File: src/design/seig_pkg.sv
`default_nettype none

package seig_pkg;

    localparam int DATA_BITS     = 32;
    localparam int CORDIC_STAGES = 16;
    localparam int GUARD_BITS    = 60 - DATA_BITS;
    localparam int EIG_BITS      = DATA_BITS + 2;
    localparam int ANGLE_BITS    = 17;
    localparam int CW            = 64;
    localparam int ZW            = 33;
    localparam int PROD_BITS     = 62;

    localparam logic [29:0] INV_GAIN_Q30 = 30'd652032874;

    typedef logic signed [DATA_BITS-1:0]  t_data;
    typedef logic signed [CW-1:0]         t_vec;
    typedef logic signed [ZW-1:0]         t_ang;
    typedef logic signed [EIG_BITS-1:0]   t_eig;
    typedef logic signed [ANGLE_BITS-1:0] t_angle;

    typedef struct packed {
        logic   special;
        t_eig   sp_major;
        t_eig   sp_minor;
        t_angle sp_angle;
        t_eig   s1;
        logic   last;
    } t_side;

    localparam t_angle ANG_ZERO    = 17'sd0;
    localparam t_angle ANG_HALF_PI = 17'sd32768;
    localparam t_angle ANG_QTR_POS = 17'sd16384;
    localparam t_angle ANG_QTR_NEG = -17'sd16384;

    localparam t_ang Z_HALF_PI = 33'sd1073741824;

    function automatic logic [ZW-1:0] atan_q31(input int idx);
        logic [ZW-1:0] v;
        case (idx)
            0:       v = 33'd536870912;
            1:       v = 33'd316933406;
            2:       v = 33'd167458907;
            3:       v = 33'd85004756;
            4:       v = 33'd42667331;
            5:       v = 33'd21354465;
            6:       v = 33'd10679838;
            7:       v = 33'd5340245;
            8:       v = 33'd2670163;
            9:       v = 33'd1335087;
            10:      v = 33'd667544;
            11:      v = 33'd333772;
            12:      v = 33'd166886;
            13:      v = 33'd83443;
            14:      v = 33'd41722;
            15:      v = 33'd20861;
            16:      v = 33'd10430;
            17:      v = 33'd5215;
            18:      v = 33'd2608;
            19:      v = 33'd1304;
            20:      v = 33'd652;
            21:      v = 33'd326;
            22:      v = 33'd163;
            23:      v = 33'd81;
            24:      v = 33'd41;
            25:      v = 33'd20;
            26:      v = 33'd10;
            27:      v = 33'd5;
            28:      v = 33'd3;
            29:      v = 33'd1;
            30:      v = 33'd1;
            default: v = 33'd0;
        endcase
        return v;
    endfunction

endpackage

`default_nettype wire

File: src/design/seig_pre.sv
`default_nettype none

module seig_pre (
    input  logic            i_clk,
    input  logic            i_rst_n,
    input  logic            i_en,
    input  logic            i_valid,
    input  seig_pkg::t_data i_a_xx,
    input  seig_pkg::t_data i_a_xy,
    input  seig_pkg::t_data i_a_yy,
    input  logic            i_last,
    output logic            o_valid,
    output seig_pkg::t_vec  o_x,
    output seig_pkg::t_vec  o_y,
    output seig_pkg::t_ang  o_z,
    output seig_pkg::t_side o_side
);
    import seig_pkg::*;

    logic signed [DATA_BITS:0] w_dxy;
    logic signed [DATA_BITS:0] w_dyx;
    t_vec  w_xp;
    t_vec  w_xr;
    t_vec  w_y2;
    t_vec  w_yn;
    t_eig  w_xx_p_xy;
    t_eig  w_xx_m_xy;
    logic  w_x_neg;
    logic  w_off_zero;
    logic  w_diag_eq;
    t_vec  n_x;
    t_vec  n_y;
    t_ang  n_z;
    t_side n_side;
    logic  r_valid;
    t_vec  r_x;
    t_vec  r_y;
    t_ang  r_z;
    t_side r_side;

    assign w_dxy      = {i_a_xx[DATA_BITS-1], i_a_xx} - {i_a_yy[DATA_BITS-1], i_a_yy};
    assign w_dyx      = {i_a_yy[DATA_BITS-1], i_a_yy} - {i_a_xx[DATA_BITS-1], i_a_xx};
    assign w_xp       = t_vec'(w_dxy) <<< GUARD_BITS;
    assign w_xr       = t_vec'(w_dyx) <<< GUARD_BITS;
    assign w_y2       = t_vec'(i_a_xy) <<< (GUARD_BITS + 1);
    assign w_yn       = -w_y2;
    assign w_xx_p_xy  = t_eig'(i_a_xx) + t_eig'(i_a_xy);
    assign w_xx_m_xy  = t_eig'(i_a_xx) - t_eig'(i_a_xy);
    assign w_x_neg    = i_a_xx < i_a_yy;
    assign w_off_zero = i_a_xy == '0;
    assign w_diag_eq  = i_a_xx == i_a_yy;

    always_comb begin
        if (!w_x_neg) begin
            n_x = w_xp;
            n_y = w_yn;
            n_z = '0;
        end else if (i_a_xy[DATA_BITS-1]) begin
            n_x = w_yn;
            n_y = w_xr;
            n_z = Z_HALF_PI;
        end else begin
            n_x = w_y2;
            n_y = w_xp;
            n_z = -Z_HALF_PI;
        end

        n_side.special = w_off_zero | w_diag_eq;
        n_side.s1      = t_eig'(i_a_xx) + t_eig'(i_a_yy) + t_eig'(1);
        n_side.last    = i_last;
        if (w_off_zero) begin
            if (!w_x_neg) begin
                n_side.sp_major = t_eig'(i_a_xx);
                n_side.sp_minor = t_eig'(i_a_yy);
                n_side.sp_angle = ANG_ZERO;
            end else begin
                n_side.sp_major = t_eig'(i_a_yy);
                n_side.sp_minor = t_eig'(i_a_xx);
                n_side.sp_angle = ANG_HALF_PI;
            end
        end else if (!i_a_xy[DATA_BITS-1]) begin
            n_side.sp_major = w_xx_p_xy;
            n_side.sp_minor = w_xx_m_xy;
            n_side.sp_angle = ANG_QTR_NEG;
        end else begin
            n_side.sp_major = w_xx_m_xy;
            n_side.sp_minor = w_xx_p_xy;
            n_side.sp_angle = ANG_QTR_POS;
        end
    end

    always_ff @(posedge i_clk) begin
        if (!i_rst_n) begin
            r_valid <= 1'b0;
        end else if (i_en) begin
            r_valid <= i_valid;
        end
    end

    always_ff @(posedge i_clk) begin
        if (i_en) begin
            r_x    <= n_x;
            r_y    <= n_y;
            r_z    <= n_z;
            r_side <= n_side;
        end
    end

    assign o_valid = r_valid;
    assign o_x     = r_x;
    assign o_y     = r_y;
    assign o_z     = r_z;
    assign o_side  = r_side;

endmodule

`default_nettype wire

File: config.mk
export PLATFORM = sky130hd
export DESIGN_NAME = seig_pre
export DESIGN_NICKNAME = d
export VERILOG_FILES = /design/src/design/seig_pkg.sv /design/src/design/seig_pre.sv
export SDC_FILE = /design/constraint.sdc
export NUM_CORES = 1
export LEC_CHECK = 0
export BUFFER_PORTS_ARGS = -buffer_cell sky130_fd_sc_hd__buf_4
export CAP_MARGIN = 5
export CORE_MARGIN = 1.5
export CORE_UTILIZATION = 32
export CTS_CLUSTER_SIZE = 14
export DETAILED_ROUTE_END_ITERATION = 6
export PLACE_DENSITY = 0.47
export SLEW_MARGIN = 20
export SYNTH_ARGS = -nofsm -noshare
export SYNTH_HDL_FRONTEND = slang
export SYNTH_SLANG_ARGS = --single-unit
File: constraint.sdc
create_clock -name i_clk -period 4 [get_ports i_clk]
set_input_delay 0.8 -clock i_clk [delete_from_list [all_inputs] [get_ports i_clk]]
set_output_delay 0.8 -clock i_clk [all_outputs]
set_load 0.03 [all_outputs]
Yosys cells after proc, flatten, opt, wreduce, memory -nomap -nowiden
Cells that the tools add are included.

cells by class
  $add $sub $neg = 7
  magnitude comparators = 1
  equality and inequality tests = 1
  mux-type cells = 8
  bitwise gates (word level) = 1
  reductions and logical operators = 2

operators with widths
  kind                                                             count
  64-bit two-way mux                                               4
  85-bit two-way mux                                               3
  32-bit by 32-bit subtractor with 33-bit output                   3
  32-bit by 32-bit adder with 33-bit output                        2
  61-bit negator with 64-bit output                                1
  33-bit by 2-bit adder with 34-bit output, second input constant  1
  33-bit two-way mux                                               1
  32-bit == test                                                   1
  32-bit logical NOT                                               1
  32-bit < comparator                                              1
  2-bit AND reduction                                              1
  1-bit bitwise OR                                                 1

storage, ports and cells
  flip-flop bits (word level) = 283
  input port bits = 101
  output and inout bits = 283

Depth between registers and ports, before layout
  word-level depth = 3
  mapped depth = 15
  mapped depth without buffers = 13

Worst setup path before layout
OpenSTA, ideal clock, no wires.

  path kind = input port to flip-flop
  from = input i_a_xy[31]
  to = register r_side (netlist bit o_side[84]), data pin
  data arrival time = 3416 ps
  required time = 3745 ps
  path slack = 329 ps
  stages on the path = 12
  path buffers = 5
  path through = clkbuf_1 inv_1 clkbuf_1 clkbuf_1 clkbuf_1 ha_1 clkbuf_1 a21oi_1 nand3_1 o211a_1 a221o_1 a31o_1

RTL lines
  element               line             RTL
  from (decl)           seig_pre.sv:9    input seig_pkg::t_data i_a_xy,
  to (signal assigned)  seig_pre.sv:105  r_side <= n_side;
  to (decl)             seig_pre.sv:39   t_side r_side;

==> out/summary.txt <==
Comb pwr share: 0.499
Reg clk slew, reported paths: 0.08 ns
Relative slew margins: 0.3988
Die Span X: 248.3 um
DR WL/cell: 23.32 um
vias in the first global route: 17750
Avg Cell Area, Syn: 8.252 um2
clk root buf: clkbuf_16
RSZ-0062 raised after global routing: false
vias per cell: 5.337
first-pass GRT wire length: 117600 um
TritonCTS clock tree: built
IO Port Bufs: 283
HPWL after detailed placement: 67910 um
Initial Util: 0.3250
failing checks: DRC
Leakage: 10.60 nW
worst skew pair latency: 0.50 ns
Post-synth EDFFs: 179
max_cap viols: 0
# rows: 89
synth warn: 0
WS Path Type: in2reg
clock tree buffer depth: 2
Die Span Y: 248.3 um
Worst VDD drop: 0.0003373 V
CP Capture Type: register
fin crit share: 0.9216
drc violations: 12
Sw Ratio: 0.4303
Critical Path AT: 3.95 ns
asr flop ratio synth: 0
Post-synth top flop: edfxtp_1
Final Util: 0.4050
Hold Buf Count CTS: 0
Filler Cell Count: 6204
DR vias: 18990
worst slew pin tran: 0.8942 ns
post-route setup slack: 0.3137 ns
cts bufs inserted: 17
Register Area: 0.005395 mm2
CP required: 4.26 ns
Tmin final: 3.686 ns
# setup viols final: 0
outcome: finished with violations
WL final: 82950 um
worst-path maximum fanout: 6
crit path launch type: input port
Mapped Cells: 2333
GRT Overall Usage: 0.2638
setup_tns: 0 ns
Setup WS pre-CTS: -0.2465 ns
Area Growth Syn to Fin: 24.63%
Final Hold Viols: 0
mapped cell area: 0.01925 mm2
area of the multi-input gates: 0.01220 mm2
Total Power: 8.575 mW
DRT iter0 DRCs: 1596
hold crit path type: in2reg
GP Congestion: 0.9386
PD cells: 357.4 mW/mm2
sequential share of power: 0.302
# IOs: 384
die area: 0.06164 mm2
CTS sink count: 180
largest net degree at the start of global routing: 116
post-CTS setup buffers: 0
DRT antenna net count: 0
drt first pass iters: 7
Max H-tree Level: 4
Max Slew Vio Count: 0
FF+latch count, synth: 180
CTS resizes: 0
net switching power: 3.689 mW
core area: 0.05924 mm2
Clk pwr share: 0.199
fmax: 271.3 MHz
sequential area share after synthesis: 0.2803
clk_skew: 0 ns
final layout net count: 3037
cell internal pwr: 4.885 mW
share of post-route cells with drive strength above 1: 0.2253
initial antenna violation count: 6
GR Overflow Total: 0
synth unique cells: 99
[logic make-up after synthesis]
logic type               count (synthesis)  share of synthesized area
AND/OR/NAND/NOR                        650                     0.1568
AO/OA/AOI/OAI                          707                     0.2438
other                                    1                  0.0001948
flip-flops                             180                     0.2803
XOR/XNOR                               186                    0.08462
adder cells (fa/ha/maj)                170                     0.1124
buffers and inverters                  408                     0.1055
multiplexers                            31                    0.01644
[layout make-up]
cell class / instances / area share
inverter: 182 / 0.02858
tap: 773 / 0.04031
sequential: 180 / 0.2249
clock buffer: 17 / 0.01773
antenna: 5 / 0.0005215
multi-input combinational: 1844 / 0.5084
timing repair buffer: 541 / 0.1737
clock inverter: 15 / 0.005893
[critical path, stage by stage]
cell,delay (ns)
buf_4,0.14
inv_1,0.07
ha_1,0.29
nor2b_1,0.23
o31a_1,0.18
o21ai_0,0.13
a2111oi_0,0.69
buf_4,0.22
o211ai_1,0.14
a311oi_1,0.30
buf_4,0.18
a31oi_1,0.09
xnor2_1,0.17
a221o_1,0.31
[layer usage]
metal,up-vias,track usage,share of wire
met5,-,0,0
met4,0,0.06591,0.017
met3,61,0.03383,0.066
met2,787,0.3823,0.42
met1,9151,0.4062,0.50
li1,8986,-,-
[power groups by stage]
stage / clock network, mW / registers [mW] / logic, mW
2_1_floorplan: 0 / 3.20 / 1.99
3_3_place_gp: 0 / 2.63 / 4.22
3_5_place_dp: 0 / 2.63 / 4.22
4_1_cts: 1.75 / 2.60 / 4.24
5_1_grt: 1.81 / 2.62 / 4.57
6_report: 1.70 / 2.59 / 4.28
[synthesized netlist by cell type, types with 10 or more instances]
library cell,count,area [um2]
clkbuf_1,54,202.7
or3_1,14,87.58
o21bai_1,30,225.2
and3_1,12,75.07
xor2_1,30,262.8
o21a_1,20,150.1
nor3_1,42,210.2
buf_4,113,848.3
mux2i_1,26,260.3
ha_1,165,2064
buf_2,42,210.2
a21oi_1,213,1066
o22ai_1,10,62.56
a221oi_1,13,113.9
nor2b_1,29,181.4
o21ai_0,159,795.8
xnor2_1,156,1366
o221ai_1,16,140.1
nor2_1,214,803.3
nand2b_1,24,150.1
edfxtp_1,179,5375
nand2_1,193,724.4
buf_1,14,52.55
o31ai_1,19,142.6
nand4_1,27,168.9
a31oi_1,20,125.1
a21o_1,47,352.8
nand3_1,41,205.2
a211oi_1,19,142.6
o211ai_1,18,135.1
inv_1,175,656.9
nor4_1,13,81.33
[worst paths after layout]
path             start     endpoint  slack [ns]  cells past startpoint
max          i_a_xy[1]  o_side[113]        0.31                     14
min             i_last    o_side[0]        0.47                      1
max reg2reg    o_valid      o_valid        3.40                      2
min reg2reg    o_valid      o_valid        0.54                      2
[sequential cells by signal (all words and copies together), names as in the netlist]
register  flops
o_valid       1
o_y          36
o_z           2
o_x          36
o_side      105
[metrics by stage]
stage | instance area (um2) | hold slack, ns | std cells
floorplan | 19620 | 0.6404 | 2432
global placement | 23410 | 0.5009 | 3520
detailed placement | 23410 | 0.5328 | 3520
CTS | 23980 | 0.4465 | 3552
global route | 23990 | 0.4547 | 3557
finish | 23990 | 0.4701 | 3557
[cell usage in the layout, fill, tap and decap left out, types with 18 or more instances in the layout]
| cell type | count |
|---|---|
| a211oi_1 | 19 |
| a21o_1 | 47 |
| a21oi_1 | 213 |
| a31oi_1 | 20 |
| buf_4 | 532 |
| conb_1 | 100 |
| edfxtp_1 | 179 |
| ha_1 | 165 |
| inv_1 | 174 |
| mux2i_1 | 26 |
| nand2_1 | 193 |
| nand2b_1 | 24 |
| nand3_1 | 41 |
| nand4_1 | 27 |
| nor2_1 | 214 |
| nor2b_1 | 29 |
| nor3_1 | 42 |
| o211ai_1 | 18 |
| o21a_1 | 20 |
| o21ai_0 | 159 |
| o21bai_1 | 30 |
| o31ai_1 | 19 |
| xnor2_1 | 156 |
| xor2_1 | 30 |
Power figures use the tool's default switching activity.
