===== src/design/seig_pkg.sv =====
`default_nettype none

package seig_pkg;

    localparam int DATA_BITS     = 32;
    localparam int CORDIC_STAGES = 16;
    localparam int GUARD_BITS    = 60 - DATA_BITS;
    localparam int EIG_BITS      = DATA_BITS + 2;
    localparam int ANGLE_BITS    = 17;
    localparam int CW            = 64;
    localparam int ZW            = 33;
    localparam int PROD_BITS     = 62;

    localparam logic [29:0] INV_GAIN_Q30 = 30'd652032874;

    typedef logic signed [DATA_BITS-1:0]  t_data;
    typedef logic signed [CW-1:0]         t_vec;
    typedef logic signed [ZW-1:0]         t_ang;
    typedef logic signed [EIG_BITS-1:0]   t_eig;
    typedef logic signed [ANGLE_BITS-1:0] t_angle;

    typedef struct packed {
        logic   special;
        t_eig   sp_major;
        t_eig   sp_minor;
        t_angle sp_angle;
        t_eig   s1;
        logic   last;
    } t_side;

    localparam t_angle ANG_ZERO    = 17'sd0;
    localparam t_angle ANG_HALF_PI = 17'sd32768;
    localparam t_angle ANG_QTR_POS = 17'sd16384;
    localparam t_angle ANG_QTR_NEG = -17'sd16384;

    localparam t_ang Z_HALF_PI = 33'sd1073741824;

    function automatic logic [ZW-1:0] atan_q31(input int idx);
        logic [ZW-1:0] v;
        case (idx)
            0:       v = 33'd536870912;
            1:       v = 33'd316933406;
            2:       v = 33'd167458907;
            3:       v = 33'd85004756;
            4:       v = 33'd42667331;
            5:       v = 33'd21354465;
            6:       v = 33'd10679838;
            7:       v = 33'd5340245;
            8:       v = 33'd2670163;
            9:       v = 33'd1335087;
            10:      v = 33'd667544;
            11:      v = 33'd333772;
            12:      v = 33'd166886;
            13:      v = 33'd83443;
            14:      v = 33'd41722;
            15:      v = 33'd20861;
            16:      v = 33'd10430;
            17:      v = 33'd5215;
            18:      v = 33'd2608;
            19:      v = 33'd1304;
            20:      v = 33'd652;
            21:      v = 33'd326;
            22:      v = 33'd163;
            23:      v = 33'd81;
            24:      v = 33'd41;
            25:      v = 33'd20;
            26:      v = 33'd10;
            27:      v = 33'd5;
            28:      v = 33'd3;
            29:      v = 33'd1;
            30:      v = 33'd1;
            default: v = 33'd0;
        endcase
        return v;
    endfunction

endpackage

`default_nettype wire


===== src/design/seig_post.sv =====
`default_nettype none

module seig_post (
    input  logic               i_clk,
    input  logic               i_rst_n,
    input  logic               i_en,
    input  logic               i_valid,
    input  seig_pkg::t_vec     i_x,
    input  seig_pkg::t_ang     i_z,
    input  seig_pkg::t_side    i_side,
    output logic               o_valid,
    output seig_pkg::t_eig     o_major,
    output seig_pkg::t_eig     o_minor,
    output seig_pkg::t_angle   o_angle,
    output logic               o_last
);
    import seig_pkg::*;

    localparam logic signed [ZW-16:0] AR_HALF = (ZW-15)'(32768);
    localparam logic signed [ZW-16:0] AR_FULL = (ZW-15)'(65536);

    t_ang                    w_za;
    logic signed [ZW-16:0]   w_ar;
    logic signed [ZW-16:0]   w_wrap;
    t_vec                    w_base;
    t_vec                    w_num_major;
    t_vec                    w_num_minor;
    logic [CW-1:0]           n_dq;

    logic                    r_a_vld;
    logic [PROD_BITS-1:0]    r_phi;
    logic [PROD_BITS-1:0]    r_plo;
    logic signed [ZW-16:0]   r_a_ar;
    t_side                   r_a_side;

    logic                    r_b_vld;
    logic [CW-1:0]           r_dq;
    t_angle                  r_b_ang;
    t_side                   r_b_side;

    logic                    r_c_vld;
    t_eig                    r_major;
    t_eig                    r_minor;
    t_angle                  r_angle;
    logic                    r_last;

    assign w_za = i_z + t_ang'(32768);
    assign w_ar = {w_za[ZW-1], w_za[ZW-1:16]};

    always_comb begin
        if (r_a_ar > AR_HALF) begin
            w_wrap = r_a_ar - AR_FULL;
        end else if (r_a_ar <= -AR_HALF) begin
            w_wrap = r_a_ar + AR_FULL;
        end else begin
            w_wrap = r_a_ar;
        end
    end

    assign n_dq        = {r_phi, 2'b00} + CW'(r_plo[PROD_BITS-1:30]);
    assign w_base      = t_vec'(r_b_side.s1) <<< GUARD_BITS;
    assign w_num_major = w_base + t_vec'(r_dq);
    assign w_num_minor = w_base - t_vec'(r_dq);

    always_ff @(posedge i_clk) begin
        if (!i_rst_n) begin
            r_a_vld <= 1'b0;
            r_b_vld <= 1'b0;
            r_c_vld <= 1'b0;
        end else if (i_en) begin
            r_a_vld <= i_valid;
            r_b_vld <= r_a_vld;
            r_c_vld <= r_b_vld;
        end
    end

    always_ff @(posedge i_clk) begin
        if (i_en) begin
            r_phi    <= i_x[CW-1:32] * INV_GAIN_Q30;
            r_plo    <= i_x[31:0] * INV_GAIN_Q30;
            r_a_ar   <= w_ar;
            r_a_side <= i_side;

            r_dq     <= n_dq;
            r_b_ang  <= t_angle'(w_wrap[ANGLE_BITS-1:0]);
            r_b_side <= r_a_side;

            r_last   <= r_b_side.last;
            if (r_b_side.special) begin
                r_major <= r_b_side.sp_major;
                r_minor <= r_b_side.sp_minor;
                r_angle <= r_b_side.sp_angle;
            end else begin
                r_major <= t_eig'(w_num_major[GUARD_BITS+EIG_BITS:GUARD_BITS+1]);
                r_minor <= t_eig'(w_num_minor[GUARD_BITS+EIG_BITS:GUARD_BITS+1]);
                r_angle <= r_b_ang;
            end
        end
    end

    assign o_valid = r_c_vld;
    assign o_major = r_major;
    assign o_minor = r_minor;
    assign o_angle = r_angle;
    assign o_last  = r_last;

endmodule

`default_nettype wire

===== config.mk =====
export PLATFORM = sky130hd
export DESIGN_NAME = seig_post
export DESIGN_NICKNAME = d
export VERILOG_FILES = /design/src/design/seig_pkg.sv /design/src/design/seig_post.sv
export SDC_FILE = /design/constraint.sdc
export NUM_CORES = 2
export LEC_CHECK = 0
export ABC_AREA = 1
export CAP_MARGIN = 30
export CORE_ASPECT_RATIO = 1.75
export CORE_MARGIN = 3
export CORE_UTILIZATION = 40
export CTS_CLUSTER_SIZE = 28
export DETAILED_ROUTE_END_ITERATION = 12
export DONT_BUFFER_PORTS = 1
export HOLD_SLACK_MARGIN = 0.02
export PLACE_DENSITY = 0.65
export SYNTH_ARGS = -nofsm -noshare
export SYNTH_HDL_FRONTEND = slang
export SYNTH_SLANG_ARGS = --single-unit

===== constraint.sdc =====
create_clock -name i_clk -period 18.7 [get_ports i_clk]
set_input_delay 0.935 -clock i_clk [delete_from_list [all_inputs] [get_ports i_clk]]
set_output_delay 0.935 -clock i_clk [all_outputs]
set_load 0.1 [all_outputs]

* Word-level counts from Yosys, hierarchy flattened *
Cells that the tools add are included.
W data, S select, Z words.

word-level totals
  logic and storage cells = 39
  flip-flop bits (word level) = 549

cells by class
  add/subtract/negate cells = 6
  $mul = 2
  mux-type cells = 5
  $lt $le $gt $ge = 2

operators with widths
  cell                      count
  $mux W34                  2
  $add A62 B63 Y63          1
  $add A63 B32 Y63          1
  $sub A62 B63 Y63          1
  $mul A32 B29 Y61 const B  1
  $mul A32 B29 Y60 const B  1
  $mux W17                  3
  $add A33 B17 Y33 const B  1
  $add A17 B17 Y17 const B  1
  $gt A17 B17 Y1 const B    1
  $le A17 B16 Y1 const B    1
  $sub A17 B17 Y17 const B  1

* Logic depth before layout (Yosys ltp) *
  depth in word-level cells = 3
  depth in mapped cells = 29

* Worst setup path after synthesis *
Ideal clock, no wire load.

  path kind = input to register
  start point = input i_x[8]
  end point = register r_plo[47] (data pin)
  setup time = 0.253 ns
  arrival time = 6.328 ns
  required time = 18.447 ns
  path buffers = 0
  stages = 24
  setup slack = 12.119 ns
  cells stage by stage = inv_1 > fa_1 > fa_1 > inv_1 > fa_1 > inv_1 > fa_1 > inv_1 > fa_1 > fa_1 > fa_1 > inv_1 > fa_1 > inv_1 > ha_1 > nand2_1 > nor2_1 > inv_1 > nor2_1 > inv_1 > nor3_1 > nand2_1 > nand4_1 > nand2_1

between the ends
  cells in the longest elaborated chain, start to end = 1

RTL lines
  item                    RTL line         source
  start: declaration      seig_post.sv:8   input seig_pkg::t_vec i_x,
  $mul A32 B29 Y61        seig_post.sv:80  r_plo <= i_x[31:0] * INV_GAIN_Q30;
  end signal: assignment  seig_post.sv:80
  end: declaration        seig_post.sv:32  logic [PROD_BITS-1:0] r_plo;

No other way between the ends.
A chain may end at the register's enable or synchronous reset.

* Worst setup path in the final report *
  start point = input i_x[50]
  end point = register r_phi[57] (data pin)

between the ends
  cells in the longest elaborated chain, start to end = 1

RTL lines
  item                    RTL line         source
  $mul A32 B29 Y60        seig_post.sv:79  r_phi <= i_x[CW-1:32] * INV_GAIN_Q30;
  end signal: assignment  seig_post.sv:79
  end: declaration        seig_post.sv:31  logic [PROD_BITS-1:0] r_phi;

No other way between the ends.

==> flow_metrics.env <==
export IMPL_worstMarginPinSlew_ns=1.16
export IMPL_holdCritStartpoint="i_side[4]"
export IMPL_synthFlopType="edfxtp_1"
export IMPL_ios=309
export IMPL_cts_tree="built"
export IMPL_synth_edff_count=516
export IMPL_grt_pass1_wl_um=303000
export IMPL_slew_headroom_pct=22.5
export IMPL_slowest_stage="fa_1"
export IMPL_critPathCaptureType="register"
export IMPL_die_width_um=314
export IMPL_min_to="r_a_side[4]"
export IMPL_post_cts_buffers=0
export IMPL_grt_antenna_before_repair=3
export IMPL_layout_commonest_cell="inv_1"
export IMPL_r2r_end="o_minor[26]"
export IMPL_finalMaxSlewViolations=0
export IMPL_die_area_um2=171000
export IMPL_synth_nets=9418
export IMPL_cts_hold_buffers_added=0
export IMPL_synthCells=7477
export IMPL_drc=0
export IMPL_grtUsageTotal_pct=23.7
export IMPL_synth_seq_cells=519
export IMPL_nets=9428
export IMPL_clk_pin_slew_worst_paths_ns=0.08
export IMPL_clk_latency_ns=0.63
export IMPL_tns_ns=0
export IMPL_area_growth_pct=6.17
export IMPL_setup_violations=0
export IMPL_synthDistinctLibCells=54
export IMPL_gp_congestion=1.04
export IMPL_post_route_period_util_pct=37.7
export IMPL_rsz0062_at_grt="no"
export IMPL_syn_area_per_cell_um2=8.86
export IMPL_mappedNetlistArea_um2=66300
export IMPL_cp_common_cell="fa_1"
export IMPL_core_area_um2=165000
export IMPL_hold_viol_final=0
export IMPL_drtIter0Drc=2905
export IMPL_row_count=197
export IMPL_wire_per_inst_um=20.7
export IMPL_critical_path_class="primary input to register"
export IMPL_dieHeight_um=544
export IMPL_port_buffers=0
export IMPL_max_cap_violations=0
export IMPL_critPathLaunchType="primary input"
export IMPL_crit_path_max_fanout=6
export IMPL_antenna_left=0
export IMPL_first_global_vias=52400
export IMPL_routed_wl_um=201000
export IMPL_async_flop_share_pct=0
export IMPL_clockRootBuffer="clkbuf_16"
export IMPL_cts_buffer_depth=3
export IMPL_holdCritPathClass="primary input to register"
export IMPL_synth_warnings=0
export IMPL_reg2regPathDepth=12
export IMPL_hold_depth=0
export IMPL_clkSinkCount=519
export IMPL_crit_family="adder cells"
export IMPL_viasPerCell=4.94
export IMPL_fmax_mhz=142
export IMPL_ctsResizeCount=0
export IMPL_period_needed_ns=7.06
export IMPL_start_util_pct=40.2
export IMPL_cts_max_level=2
export IMPL_num_vias=48000
export IMPL_crit_buf_inv=6
export IMPL_cp_arrival_ns=7.41
export IMPL_rrSetupSlack_ns=15.29
export IMPL_yosysSeqAreaShare_pct=23.5
export IMPL_fin_worst_skew_ns=0.0288
export IMPL_cts_buffers_inserted=48
export IMPL_drtPass1Iterations=7
export IMPL_grt_overflow_total=0
export IMPL_drive_above_1_share_pct=2.87
export IMPL_grt_start_max_net_pins=521
export IMPL_mostFrequentLayoutCells="inv_1, nand2_1, fa_1"
export IMPL_r2r_start="r_b_side[19]"
export IMPL_cpPeakStageDelay_ns=0.61
export IMPL_required_ns=19.05
export IMPL_post_dp_hpwl_um=177000
export IMPL_outcome="completed"
export IMPL_crit_chain="ha_1, inv_1, fa_1, fa_1, inv_1, fa_1, inv_1, fa_1, fa_1, fa_1, inv_1, fa_1, ha_1, nand2_1, inv_1, a21oi_1, inv_1, a21oi_1, nand3_1, nand3_1, nand2_1, nand2_1, nand2_1"
-- per-stage QoR --
step                      hold WS, ns  utilization (%)  instance area [um^2]  worst slack [ns]  instances
final                           0.395             42.7                 70400             11.64       9717
after floorplan                 0.400                -                 66300             12.12       7477
after CTS                       0.370             42.7                 70400             11.77       9716
after global routing            0.372             42.7                 70400             11.57       9716
after global placement          0.401             41.8                 68800             11.13       9626
after detailed placement        0.405             41.8                 68800             11.11       9626
-- synth_stat cells (3+ instances only) --
| library cell | count | area, um^2 |
|---|---|---|
| o21bai_1 | 43 | 323 |
| nand2_1 | 1390 | 5220 |
| and2_1 | 8 | 50.1 |
| nor2_2 | 30 | 188 |
| nand4_1 | 89 | 557 |
| a21o_1 | 5 | 37.5 |
| nor2_1 | 517 | 1940 |
| o31ai_1 | 5 | 37.5 |
| nor4_1 | 5 | 31.3 |
| nor3_1 | 45 | 225 |
| a21boi_0 | 4 | 30.0 |
| nor3_2 | 17 | 170 |
| buf_2 | 8 | 40.0 |
| xnor2_1 | 16 | 140 |
| edfxtp_1 | 516 | 15500 |
| nand2_2 | 37 | 231 |
| clkbuf_1 | 10 | 37.5 |
| a21oi_1 | 253 | 1270 |
| inv_1 | 2089 | 7840 |
| nand3_1 | 300 | 1500 |
| xor2_1 | 98 | 858 |
| buf_1 | 3 | 11.3 |
| inv_2 | 22 | 82.6 |
| nand3_2 | 9 | 90.1 |
| a21oi_2 | 8 | 70.1 |
| nor2_4 | 5 | 56.3 |
| ha_1 | 803 | 10000 |
| buf_4 | 19 | 143 |
| a31oi_1 | 3 | 18.8 |
| dfxtp_1 | 3 | 60.1 |
| nand3b_1 | 11 | 82.6 |
| o21ai_1 | 18 | 90.1 |
| fa_1 | 916 | 18300 |
| o21ai_0 | 145 | 726 |
-- layout make-up --
class                           instances  area (um^2)
Timing Repair Buffer                    2         15.0
Tap cell                             2189         2740
Fill cell                           16500        94300
Multi-Input combinational cell       4803        42500
Clock inverter                         36          358
Antenna cell                            1         2.50
Sequential cell                       519        15600
Inverter                             2113         7930
Clock buffer                           54         1220
-- routing by layer --
metal,GRT usage (%),part of all wire (%),wire (um),vias to the layer above
met5,0,0.011,23,-
li1,-,-,-,22900
met1,23.5,34,68800,23300
met2,45.9,54,108000,1291
met4,16.3,8.5,17200,4
met3,2.51,3.7,7470,551
-- registers in the layout, indices dropped and copies added (netlist names) --
signal / flops
r_a_side: 121
r_b_side: 121
r_dq: 63
r_phi: 60
o_major: 34
o_minor: 34
r_plo: 32
o_angle: 17
r_b_ang: 17
r_a_ar: 16
o_last: 1
o_valid: 1
r_a_vld: 1
r_b_vld: 1
-- worst max path at each step --
stage / from / end / depth (start not counted)
floorplan: i_x[8] / r_plo[47] / 24
global placement: i_x[48] / r_phi[57] / 23
detailed placement: i_x[48] / r_phi[57] / 23
CTS: i_x[48] / r_phi[57] / 23
global route: i_x[8] / r_plo[38] / 24
finish: i_x[50] / r_phi[57] / 23
-- cells by family after synthesis --
kind of cell	synth area share [%]
flops	23.5
fa+ha+maj	42.8
buf+inv	12.3
simple gates	15.8
compound gates	4.04
xor+xnor	1.51
Power is not shown: default switching activity piles up to over one toggle a cycle in this logic, so the estimate is an artifact.
